### config.mk
export PLATFORM = sky130hd
export DESIGN_NAME = escape_time_fractal_pixel_core
export DESIGN_NICKNAME = d
export VERILOG_FILES = /design/src/etf_pkg.sv /design/src/escape_time_fractal_pixel_core.sv /design/src/etf_mul.sv
export SDC_FILE = /design/constraint.sdc
export NUM_CORES = 2
export LEC_CHECK = 0
export BUFFER_PORTS_ARGS = -buffer_cell sky130_fd_sc_hd__buf_2
export CAP_MARGIN = 40
export CORE_MARGIN = 2
export CORE_UTILIZATION = 40
export CTS_CLUSTER_DIAMETER = 100
export DETAILED_ROUTE_END_ITERATION = 7
export PLACE_DENSITY = 0.55
export SYNTH_ARGS = -nofsm -noshare
export SYNTH_HDL_FRONTEND = slang
export SYNTH_SLANG_ARGS = --single-unit
### constraint.sdc
create_clock -name clock -period 12.05 [get_ports clock]
set_input_delay 2.41 -clock clock [delete_from_list [all_inputs] [get_ports clock]]
set_output_delay 2.41 -clock clock [all_outputs]
set_load 0.02 [all_outputs]
### src/etf_pkg.sv
// Shared types, constants and saturation helpers for the escape-time fractal pixel core.
package etf_pkg;

   localparam int COORD_BITS = 12;
   localparam int FRAC_BITS  = 28;
   localparam int COUNT_BITS = 16;
   localparam int WORD_BITS  = FRAC_BITS + 4;
   localparam int MUL_BITS   = (WORD_BITS > 32) ? WORD_BITS : 32;
   localparam int PROD_BITS  = 2 * MUL_BITS;

   localparam int EDGE_BITS      = 32;
   localparam int STEP_BITS      = 31;
   localparam int LIMIT_BITS     = 16;
   localparam int CSR_DATA_BITS  = 32;
   localparam int CSR_INDEX_BITS = 3;

   localparam logic signed [EDGE_BITS-1:0] LEFT_EDGE_RESET  = 32'shE000_0000;
   localparam logic signed [EDGE_BITS-1:0] TOP_EDGE_RESET   = 32'sh1000_0000;
   localparam logic [STEP_BITS-1:0]        COLUMN_STEP_RESET = 31'd786432;
   localparam logic [STEP_BITS-1:0]        ROW_STEP_RESET    = 31'd524288;
   localparam logic [LIMIT_BITS-1:0]       LIMIT_RESET       = 16'd256;

   // Largest and smallest word value, held at product width.
   localparam logic signed [PROD_BITS-1:0] PROD_WORD_MAX =
      {{(PROD_BITS-WORD_BITS+1){1'b0}}, {(WORD_BITS-1){1'b1}}};
   localparam logic signed [PROD_BITS-1:0] PROD_WORD_MIN = ~PROD_WORD_MAX;

   // Escape threshold 4.0 at the scale of a full-width square.
   localparam logic [PROD_BITS:0] ESCAPE_LIMIT = (PROD_BITS+1)'(1) << (2*FRAC_BITS + 2);

   typedef enum logic [CSR_INDEX_BITS-1:0] {
      CSR_LEFT_EDGE       = 3'd0,
      CSR_TOP_EDGE        = 3'd1,
      CSR_COLUMN_STEP     = 3'd2,
      CSR_ROW_STEP        = 3'd3,
      CSR_ITERATION_LIMIT = 3'd4
   } csr_index_type;

   typedef enum logic [2:0] {
      ST_IDLE,
      ST_C_RE,
      ST_C_IM,
      ST_C_SET,
      ST_SQ_RE,
      ST_SQ_IM,
      ST_CROSS,
      ST_UPDATE
   } state_type;

   typedef struct packed {
      logic [COORD_BITS-1:0] column;
      logic [COORD_BITS-1:0] pixel_row;
   } req_type;

   typedef struct packed {
      logic [COUNT_BITS-1:0] iteration_count;
      logic                  inside_set;
   } rsp_type;

   // Clamp a full-width value to the word range.
   function automatic logic signed [WORD_BITS-1:0] sat_prod(
      input logic signed [PROD_BITS-1:0] v);
      logic signed [WORD_BITS-1:0] r;
      if (v > PROD_WORD_MAX) begin
         r = PROD_WORD_MAX[WORD_BITS-1:0];
      end else if (v < PROD_WORD_MIN) begin
         r = PROD_WORD_MIN[WORD_BITS-1:0];
      end else begin
         r = v[WORD_BITS-1:0];
      end
      return r;
   endfunction

   // Add two words and clamp the sum to the word range.
   function automatic logic signed [WORD_BITS-1:0] sat_add(
      input logic signed [WORD_BITS-1:0] a,
      input logic signed [WORD_BITS-1:0] b);
      logic signed [WORD_BITS:0]   s;
      logic signed [WORD_BITS-1:0] r;
      s = {a[WORD_BITS-1], a} + {b[WORD_BITS-1], b};
      if (s[WORD_BITS] != s[WORD_BITS-1]) begin
         r = {s[WORD_BITS], {(WORD_BITS-1){~s[WORD_BITS]}}};
      end else begin
         r = s[WORD_BITS-1:0];
      end
      return r;
   endfunction

endpackage

### src/escape_time_fractal_pixel_core.sv
// Top level of the escape-time fractal pixel core: registers, sequencer and datapath.
//
//   channel   ports                          direction   flow
//   request   start, busy, req_data          in          taken when start and not busy
//   result    rsp_valid, rsp_data            out         one-cycle strobe, no stall
//   csr       csr_wr_en, csr_index, csr_wdata in         written on any edge with wr_en
//
// Setup forms c in states C_RE, C_IM and C_SET; every iteration then makes three passes through
// the single shared multiplier plus an update state, so that unit sets the rate. A pixel inside
// the set runs every iteration up to the limit, which defaults to 256.
// Reset is synchronous and returns the registers to their default view of the plane.
// The block is busy for the whole pixel; the result is a single beat that must be taken.
module escape_time_fractal_pixel_core (
   input  logic                                  clock,
   input  logic                                  reset,
   input  logic                                  start,
   output logic                                  busy,
   input  etf_pkg::req_type                      req_data,
   output logic                                  rsp_valid,
   output etf_pkg::rsp_type                      rsp_data,
   input  logic                                  csr_wr_en,
   input  logic [etf_pkg::CSR_INDEX_BITS-1:0]    csr_index,
   input  logic [etf_pkg::CSR_DATA_BITS-1:0]     csr_wdata
);

   localparam int W = etf_pkg::WORD_BITS;
   localparam int P = etf_pkg::PROD_BITS;
   localparam int M = etf_pkg::MUL_BITS;

   logic signed [etf_pkg::EDGE_BITS-1:0]  left_edge_ff;
   logic signed [etf_pkg::EDGE_BITS-1:0]  top_edge_ff;
   logic [etf_pkg::STEP_BITS-1:0]         column_step_ff;
   logic [etf_pkg::STEP_BITS-1:0]         row_step_ff;
   logic [etf_pkg::COUNT_BITS-1:0]        limit_ff;

   etf_pkg::state_type                    state_ff, state_in;
   logic [etf_pkg::COORD_BITS-1:0]        column_ff, column_in;
   logic [etf_pkg::COORD_BITS-1:0]        row_ff, row_in;
   logic signed [W-1:0]                   cre_ff, cre_in;
   logic signed [W-1:0]                   cim_ff, cim_in;
   logic signed [W-1:0]                   re_ff, re_in;
   logic signed [W-1:0]                   im_ff, im_in;
   logic signed [P-1:0]                   re2_ff, re2_in;
   logic signed [P-1:0]                   diff_ff, diff_in;
   logic [etf_pkg::COUNT_BITS-1:0]        iter_ff, iter_in;
   logic                                  rsp_valid_ff, rsp_valid_in;
   etf_pkg::rsp_type                      rsp_data_ff, rsp_data_in;

   logic signed [M-1:0]                   op_a;
   logic signed [M-1:0]                   op_b;
   logic signed [P-1:0]                   prod;
   logic [P:0]                            mag;
   logic signed [P-1:0]                   cross_shift;
   logic signed [P-1:0]                   diff_shift;

   etf_mul u_mul (
      .clock (clock),
      .op_a  (op_a),
      .op_b  (op_b),
      .prod  (prod)
   );

   // Configuration registers.
   always_ff @(posedge clock) begin
      if (reset) begin
         left_edge_ff   <= etf_pkg::LEFT_EDGE_RESET;
         top_edge_ff    <= etf_pkg::TOP_EDGE_RESET;
         column_step_ff <= etf_pkg::COLUMN_STEP_RESET;
         row_step_ff    <= etf_pkg::ROW_STEP_RESET;
         limit_ff       <= etf_pkg::COUNT_BITS'(etf_pkg::LIMIT_RESET);
      end else if (csr_wr_en) begin
         unique case (csr_index)
            etf_pkg::CSR_LEFT_EDGE: begin
               left_edge_ff <= csr_wdata[etf_pkg::EDGE_BITS-1:0];
            end
            etf_pkg::CSR_TOP_EDGE: begin
               top_edge_ff <= csr_wdata[etf_pkg::EDGE_BITS-1:0];
            end
            etf_pkg::CSR_COLUMN_STEP: begin
               column_step_ff <= csr_wdata[etf_pkg::STEP_BITS-1:0];
            end
            etf_pkg::CSR_ROW_STEP: begin
               row_step_ff <= csr_wdata[etf_pkg::STEP_BITS-1:0];
            end
            etf_pkg::CSR_ITERATION_LIMIT: begin
               limit_ff <= etf_pkg::COUNT_BITS'(csr_wdata[etf_pkg::LIMIT_BITS-1:0]);
            end
            default: begin
            end
         endcase
      end
   end

   always_ff @(posedge clock) begin
      if (reset) begin
         state_ff     <= etf_pkg::ST_IDLE;
         rsp_valid_ff <= 1'b0;
      end else begin
         state_ff     <= state_in;
         rsp_valid_ff <= rsp_valid_in;
      end
   end

   always_ff @(posedge clock) begin
      column_ff   <= column_in;
      row_ff      <= row_in;
      cre_ff      <= cre_in;
      cim_ff      <= cim_in;
      re_ff       <= re_in;
      im_ff       <= im_in;
      re2_ff      <= re2_in;
      diff_ff     <= diff_in;
      iter_ff     <= iter_in;
      rsp_data_ff <= rsp_data_in;
   end

   // The product register holds |im|^2 in the cross state, so the magnitude is formed there.
   assign mag         = {1'b0, re2_ff} + {1'b0, prod};
   assign cross_shift = prod >>> (etf_pkg::FRAC_BITS - 1);
   assign diff_shift  = diff_ff >>> etf_pkg::FRAC_BITS;

   always_comb begin
      state_in     = state_ff;
      column_in    = column_ff;
      row_in       = row_ff;
      cre_in       = cre_ff;
      cim_in       = cim_ff;
      re_in        = re_ff;
      im_in        = im_ff;
      re2_in       = re2_ff;
      diff_in      = diff_ff;
      iter_in      = iter_ff;
      rsp_valid_in = 1'b0;
      rsp_data_in  = rsp_data_ff;
      op_a         = M'(re_ff);
      op_b         = M'(re_ff);

      unique case (state_ff)
         etf_pkg::ST_IDLE: begin
            if (start) begin
               column_in = req_data.column;
               row_in    = req_data.pixel_row;
               state_in  = etf_pkg::ST_C_RE;
            end
         end
         etf_pkg::ST_C_RE: begin
            op_a     = $signed(M'(column_ff));
            op_b     = $signed(M'(column_step_ff));
            state_in = etf_pkg::ST_C_IM;
         end
         etf_pkg::ST_C_IM: begin
            cre_in   = etf_pkg::sat_prod(P'(left_edge_ff) + prod);
            op_a     = $signed(M'(row_ff));
            op_b     = $signed(M'(row_step_ff));
            state_in = etf_pkg::ST_C_SET;
         end
         etf_pkg::ST_C_SET: begin
            cim_in   = etf_pkg::sat_prod(P'(top_edge_ff) - prod);
            re_in    = cre_ff;
            im_in    = cim_in;
            iter_in  = '0;
            state_in = etf_pkg::ST_SQ_RE;
         end
         etf_pkg::ST_SQ_RE: begin
            if (iter_ff == limit_ff) begin
               rsp_valid_in                = 1'b1;
               rsp_data_in.iteration_count = iter_ff;
               rsp_data_in.inside_set      = 1'b1;
               state_in                    = etf_pkg::ST_IDLE;
            end else begin
               op_a     = M'(re_ff);
               op_b     = M'(re_ff);
               state_in = etf_pkg::ST_SQ_IM;
            end
         end
         etf_pkg::ST_SQ_IM: begin
            re2_in   = prod;
            op_a     = M'(im_ff);
            op_b     = M'(im_ff);
            state_in = etf_pkg::ST_CROSS;
         end
         etf_pkg::ST_CROSS: begin
            if (mag > etf_pkg::ESCAPE_LIMIT) begin
               rsp_valid_in                = 1'b1;
               rsp_data_in.iteration_count = iter_ff;
               rsp_data_in.inside_set      = (iter_ff == limit_ff);
               state_in                    = etf_pkg::ST_IDLE;
            end else begin
               diff_in  = re2_ff - prod;
               op_a     = M'(re_ff);
               op_b     = M'(im_ff);
               state_in = etf_pkg::ST_UPDATE;
            end
         end
         etf_pkg::ST_UPDATE: begin
            im_in    = etf_pkg::sat_add(etf_pkg::sat_prod(cross_shift), cim_ff);
            re_in    = etf_pkg::sat_add(etf_pkg::sat_prod(diff_shift), cre_ff);
            iter_in  = iter_ff + 1'b1;
            state_in = etf_pkg::ST_SQ_RE;
         end
         default: begin
            state_in = etf_pkg::ST_IDLE;
         end
      endcase
   end

   assign busy      = (state_ff != etf_pkg::ST_IDLE);
   assign rsp_valid = rsp_valid_ff;
   assign rsp_data  = rsp_data_ff;

endmodule

### src/etf_mul.sv
// Shared signed multiplier with a registered product.
module etf_mul (
   input  logic                                  clock,
   input  logic signed [etf_pkg::MUL_BITS-1:0]   op_a,
   input  logic signed [etf_pkg::MUL_BITS-1:0]   op_b,
   output logic signed [etf_pkg::PROD_BITS-1:0]  prod
);

   logic signed [etf_pkg::PROD_BITS-1:0] prod_ff;
   logic signed [etf_pkg::PROD_BITS-1:0] prod_in;

   assign prod_in = etf_pkg::PROD_BITS'(op_a) * etf_pkg::PROD_BITS'(op_b);

   always_ff @(posedge clock) begin
      prod_ff <= prod_in;
   end

   assign prod = prod_ff;

endmodule

# Word-level counts from Yosys, hierarchy flattened
# Cells that the tools add are included.
[word_totals]
register_bits = 523
in_bits = 63
wordCells = 97
[classes]
add_sub_neg = 7
multipliers = 1
n_lt_le_gt_ge = 9
eq_ne = 17
n_mux = 27
bitwise = 3
n_reduce_logical = 14
[op_table]
columns = ["operator", "count"]
rows = [
  ["$mux 32", 12],
  ["$gt 64x32->1 const B", 2],
  ["$lt 64x32->1 const B", 2],
  ["$pmux 32 s2", 2],
  ["$pmux 32 s4", 1],
  ["$pmux 32 s3", 1],
  ["$add 32x32->33", 2],
  ["$add 64x64->65", 1],
  ["$gt 65x59->1 const B", 1],
  ["$add 32x64->64", 1],
  ["$mul 32x32->64", 1],
  ["$sub 32x64->64", 1],
  ["$sub 64x64->64", 1],
  ["$gt 37x32->1 const B", 1],
  ["$lt 37x32->1 const B", 1],
  ["$gt 36x32->1 const B", 1],
  ["$lt 36x32->1 const B", 1],
  ["$mux 17", 2],
  ["$pmux 17 s2", 1],
  ["$pmux 16 s2", 1],
  ["$pmux 3 s7", 1],
  ["$add 16x1->16 const B", 1],
  ["$eq 16x16->1", 1],
  ["$eq 3x3->1 const B", 5],
  ["14 further kinds", 34],
]

# Depth between registers and ports, before layout
[depth]
depth_word = 8
depth_mapped = 55
mapped_depth_nobuf = 51

# Modules after synthesis
# Synthesis repeated with hierarchy kept, for this count alone.
[hier_totals]
hier_cells = 8293
hier_area_um2 = 73275.3
[modules_own_cells]
columns = ["mod", "instances", "cells_per_inst", "area_each_um2", "seq_area_each_um2"]
rows = [
  ["etf_mul", 1, 3900, 37284.5, 1281.2],
  ["escape_time_fractal_pixel_core", 1, 4393, 35990.8, 11481.0],
]

# Worst setup path after synthesis
# OpenSTA, ideal clock, no wires.
[synth_path]
path_kind = "register -> register"
from = "reg u_mul.prod_ff (netlist bit u_mul.prod[29])"
to = "reg u_mul.prod_ff (netlist bit u_mul.prod[60])"
setup_time_ns = 0.072
t_arrival_ns = 13.204
t_required_ns = 11.978
path_slack_ns = -1.227
path_stages_with_launch = 51
n_path_buf = 2
path_cell_list = "dfxtp_1 > inv_1 > ha_1 > buf_4 > nor2_1 > o211ai_1 > a41oi_1 > a21oi_1 > o211ai_1 > mux2i_1 > nand4b_1 > or4_1 > nor3_1 > o2111ai_1 > nor4_1 > a41o_1 > nand4bb_1 > nor3_2 > [... 15 more ...] > inv_1 > ha_1 > a21o_1 > a21o_1 > a21o_1 > a21oi_1 > nor2b_1 > or3_1 > o221a_2 > nand2_1 > o211ai_1 > or3_1 > a221oi_1 > o21ai_0 > nand2_1 > nand2b_1 > a21oi_1 > xnor2_1"
[synth_between]
elab_chain_cells = 5
[synth_rtl]
columns = ["item", "line_no", "rtl"]
rows = [
  ["start, declared", "etf_mul.sv:9", "logic signed [etf_pkg::PROD_BITS-1:0] prod_ff;"],
  ["start signal, assigned", "etf_mul.sv:15", "prod_ff <= prod_in;"],
  ["$add 64x64->65", "escape_time_fractal_pixel_core.sv:118", "assign mag = {1'b0, re2_ff} + {1'b0, prod};"],
  ["$gt 65x59->1", "escape_time_fractal_pixel_core.sv:183", "if (mag > etf_pkg::ESCAPE_LIMIT) begin"],
  ["$mux 32", "escape_time_fractal_pixel_core.sv:183", ""],
  ["$pmux 32 s4", "escape_time_fractal_pixel_core.sv:138", "unique case (state_ff)"],
  ["$mul 32x32->64", "etf_mul.sv:12", "assign prod_in = etf_pkg::PROD_BITS'(op_a) * etf_pkg::PROD_BITS'(op_b);"],
  ["via u_mul.prod_in, one bit", "etf_mul.sv:10", "logic signed [etf_pkg::PROD_BITS-1:0] prod_in;"],
]
# The timed path passes the listed nets, and every way through them passes these cells.
# A chain may end at the register's enable or synchronous reset.

# Worst setup path in the final report
[layout_path]
from = "reg re2_ff[0]"
to = "reg u_mul.prod_ff (netlist bit u_mul.prod[50])"
[layout_between]
elab_chain_cells = 5
[layout_rtl]
columns = ["item", "line_no", "rtl"]
rows = [
  ["start, declared", "escape_time_fractal_pixel_core.sv:43", "logic signed [P-1:0] re2_ff, re2_in;"],
  ["start signal, assigned", "escape_time_fractal_pixel_core.sv:111", "re2_ff <= re2_in;"],
  ["$add 64x64->65", "escape_time_fractal_pixel_core.sv:118", ""],
  ["$gt 65x59->1", "escape_time_fractal_pixel_core.sv:183", ""],
  ["$mux 32", "escape_time_fractal_pixel_core.sv:183", ""],
  ["$pmux 32 s4", "escape_time_fractal_pixel_core.sv:138", ""],
  ["$mul 32x32->64", "etf_mul.sv:12", ""],
  ["via u_mul.prod_in, one bit", "etf_mul.sv:10", ""],
]
# The timed path passes the listed nets, and every way through them passes these cells.

==> metrics.md <==
| Metric | Value |
|---|---|
| Status | `finished, violations left` |
| Failing checks | `setup timing` |
| CP endpoint | `u_mul.prod[50]` |
| Syn_nets | `9,879` |
| Commonest cells after routing, fill and taps aside | `inv_1 (1,194), buf_4 (1,064), fa_1 (1,050)` |
| Distinct cells, synth | `100` |
| Die ar. | `183,700 sq um` |
| Post-Route WL | `275,200 um` |
| Fin. Hold Viols | `0` |
| Cts bufs inserted | `57` |
| Post-Syn Area | `72,140 sq um` |
| FMAX | `0.07651 GHz` |
| Worst clock skew | `0.07179 ns` |
| GP Congestion | `0.9967` |
| Hold Buf Count CTS | `0` |
| Layout Cells excl Fill | `11,600` |
| Starting density of the core | `40.34%` |
| Syn-to-layout area delta | `21.88%` |
| H-Tree Depth | `2` |
| Dpl ws | `-3.034 ns` |
| Hpwl dp | `231,900 um` |
| Hold Path Class | `flop to flop` |
| Worst endpoint data arrival time | `13.65 ns` |
| RSZ-0062 raised after global routing | `true` |
| Cell mode on critical path | `fa_1` |
| Most common flop cell mapped by yosys | `edfxtp_1` |
| Root Driver | `clkbuf_16` |
| Largest net degree at the start of global routing | `86` |
| Register area share after synthesis | `17.69%` |
| Initial antenna violation count | `21` |
| Vias/cell | `5.479` |
| # fillers | `17,130` |
| Worst-Skew Late Latency | `0.69 ns` |
| Final WS setup | `-1.020 ns` |
| Port bufs | `81` |
| CP delay by family, top | `adder cells` |
| CP required | `12.63 ns` |
| TritonCTS Sinks | `495` |
| Clock period minus worst slack | `13.07 ns` |
| Yosys warnings | `0` |
| Final Max Slew Viols | `0` |
| Clock slew at reported path FFs | `0.07 ns` |
| Share of layout cells above drive strength 1 | `19.30%` |
| Critical Path Source Type | `flop` |
| Worst r2r src | `re2_ff[0]` |
| Clock buffer depth | `3` |
| Crit. path cell count | `52` |
| FF+latch count, synth | `495` |
| Std cell rows | `155` |
| First-pass GRT wire length | `413,800 um` |
| Via count | `63,540` |
| Nature of the critical path endpoint | `flop` |
| CP startpoint | `re2_ff[0]` |
| Wire per inst | `23.73 um` |
| Post-synth EDFFs | `285` |
| Critical-path top delay cell | `fa_2` |
| R2R setup slack | `-1.02 ns` |
| Crit Path Class | `flop to flop` |
| Io pins | `82` |
| Die W | `428.7 um` |
| Slew margin rel. | `31.51%` |
| Commonest non-fill, non-tap cell in the layout | `inv_1` |
| Synthesized area per cell | `8.768 sq um` |
| Buf/Inv on CP | `11` |
| Via count of the first global-routing pass | `64,640` |
| Worst R2R End | `u_mul.prod[50]` |
| # DRC | `0` |
| Antenna viol nets, final | `0` |
| Fin crit share | `108.5%` |
| Final nets | `10,830` |
| Dpl cells | `11,390` |
| Max incr delay on CP | `0.59 ns` |
| Total gr overflow | `0` |
| Max-Cap Viols | `0` |
| Drt pass-1 iters | `5` |
| CP max FO | `8` |
| # setup viols final | `31` |
| CTS tree | `built` |
| Worst Reg2Reg Path Length in Cells | `52` |
| Cells after synthesis | `8,227` |
| Async S/R FF share, synth | `0%` |
| Tot GR Track Use | `29.76%` |
| Core ar. | `178,800 sq um` |
| Die Y | `428.7 um` |
| Worst slew pin tran | `1.020 ns` |
| Drt first-iter violations | `5,404` |
worst min path at each step:
stage	start	to	cells past startpoint
after global placement	row_step_ff[24]	row_step_ff[24]	2
after global routing	row_step_ff[23]	row_step_ff[23]	2
after floorplan	u_mul.prod[24]	re2_ff[24]	0
after CTS	row_step_ff[21]	row_step_ff[21]	2
final	row_step_ff[18]	row_step_ff[18]	2
after detailed placement	row_step_ff[21]	row_step_ff[21]	2
layout make-up:
cell class | instances | area, sq um | area share [%]
Timing Repair Buffer | 1289 | 10600 | 12.06
Clock inverter | 42 | 488.0 | 0.5550
Antenna cell | 11 | 27.53 | 0.03131
Inverter | 1223 | 4594 | 5.226
Multi-Input combinational cell | 6116 | 54990 | 62.54
Tap cell | 2355 | 2947 | 3.351
Clock buffer | 66 | 1500 | 1.706
Sequential cell | 495 | 12770 | 14.53
per-stage QoR:
step | utilization [%] | hold WS [ns] | instance area [sq um] | setup TNS, ns
2_1_floorplan | - | 0.4329 | 72460 | 0
3_3_place_gp | 46.57 | 0.4423 | 83270 | -96.15
3_5_place_dp | 46.72 | 0.4480 | 83530 | -88.11
4_1_cts | 48.63 | 0.4567 | 86950 | -15.15
5_1_grt | 49.16 | 0.4704 | 87910 | -29.89
6_report | 49.17 | 0.4563 | 87920 | -20.47
metal layers:
layer / global-route usage, % / vias to the layer above / part of all wire [%]
met5: 0 / - / 0.0084
met4: 10.23 / 4 / 4.0
met3: 3.603 / 403 / 6.2
met2: 49.42 / 2221 / 47
met1: 40.13 / 32040 / 43
li1: - / 28870 / -
Yosys cell counts (23+ instances only):
cell | count | share of area (%)
a22oi_1 | 60 | 0.62
a21o_1 | 191 | 2.0
o221a_2 | 25 | 0.39
ha_1 | 502 | 8.7
o21a_1 | 101 | 1.1
nand4_1 | 82 | 0.71
a211oi_1 | 37 | 0.39
xnor2_1 | 197 | 2.4
edfxtp_1 | 285 | 12
inv_1 | 1220 | 6.3
nand3_1 | 86 | 0.60
dfxtp_1 | 210 | 5.8
and2_1 | 87 | 0.75
and3_1 | 39 | 0.34
fa_1 | 1087 | 30
nor2b_1 | 55 | 0.48
o21bai_1 | 65 | 0.68
o21ai_0 | 276 | 1.9
clkbuf_1 | 314 | 1.6
nor4_1 | 56 | 0.49
a31oi_1 | 47 | 0.41
nor2_1 | 811 | 4.2
o211ai_1 | 24 | 0.25
xor2_1 | 119 | 1.4
nand2b_1 | 111 | 0.96
o31ai_1 | 44 | 0.46
a221oi_1 | 30 | 0.36
or3_1 | 23 | 0.20
nor3_1 | 72 | 0.50
a21oi_1 | 552 | 3.8
or2_2 | 33 | 0.29
nand2_1 | 1007 | 5.2
buf_2 | 59 | 0.41
worst reg2reg max path: cells and delay by family, from the launching register on:
family	cells	cell delay [ns]
xor+xnor	2	0.33
fa+ha+maj	11	4.96
buf+inv	11	1.45
simple gates	12	2.60
flops	1	0.39
compound gates	16	3.27
kinds of logic after synthesis:
family	Yosys count	synth area share [%]
AND/OR/NAND/NOR	2531	15.62
AO/OA/AOI/OAI	1667	15.23
buffers and inverters	1617	8.579
adder cells (fa/ha/maj)	1589	38.87
flip-flops	495	17.69
XOR/XNOR	316	3.837
multiplexers	12	0.1717
flip-flops by register name, indices dropped and copies added (netlist names), 12 cells and up:
name	cells
left_edge_ff	32
im_ff	32
diff_ff	36
re2_ff	64
row_step_ff	31
limit_ff	16
cre_ff	32
column_step_ff	31
column_ff	12
iter_ff	16
rsp_data	17
cim_ff	32
re_ff	32
row_ff	12
u_mul.prod	64
top_edge_ff	32
repair_timing:
action | CTS | global route
setup buffers | 45 | 57
pin swaps | 142 | 134
endpoints found under the setup margin | 51 | 39
gates cloned | 3 | 1
resized for setup | 219 | 151
Power is left out: the tool's default activity adds up to more than one toggle a clock period on the data nets, which glitch-free logic cannot reach.
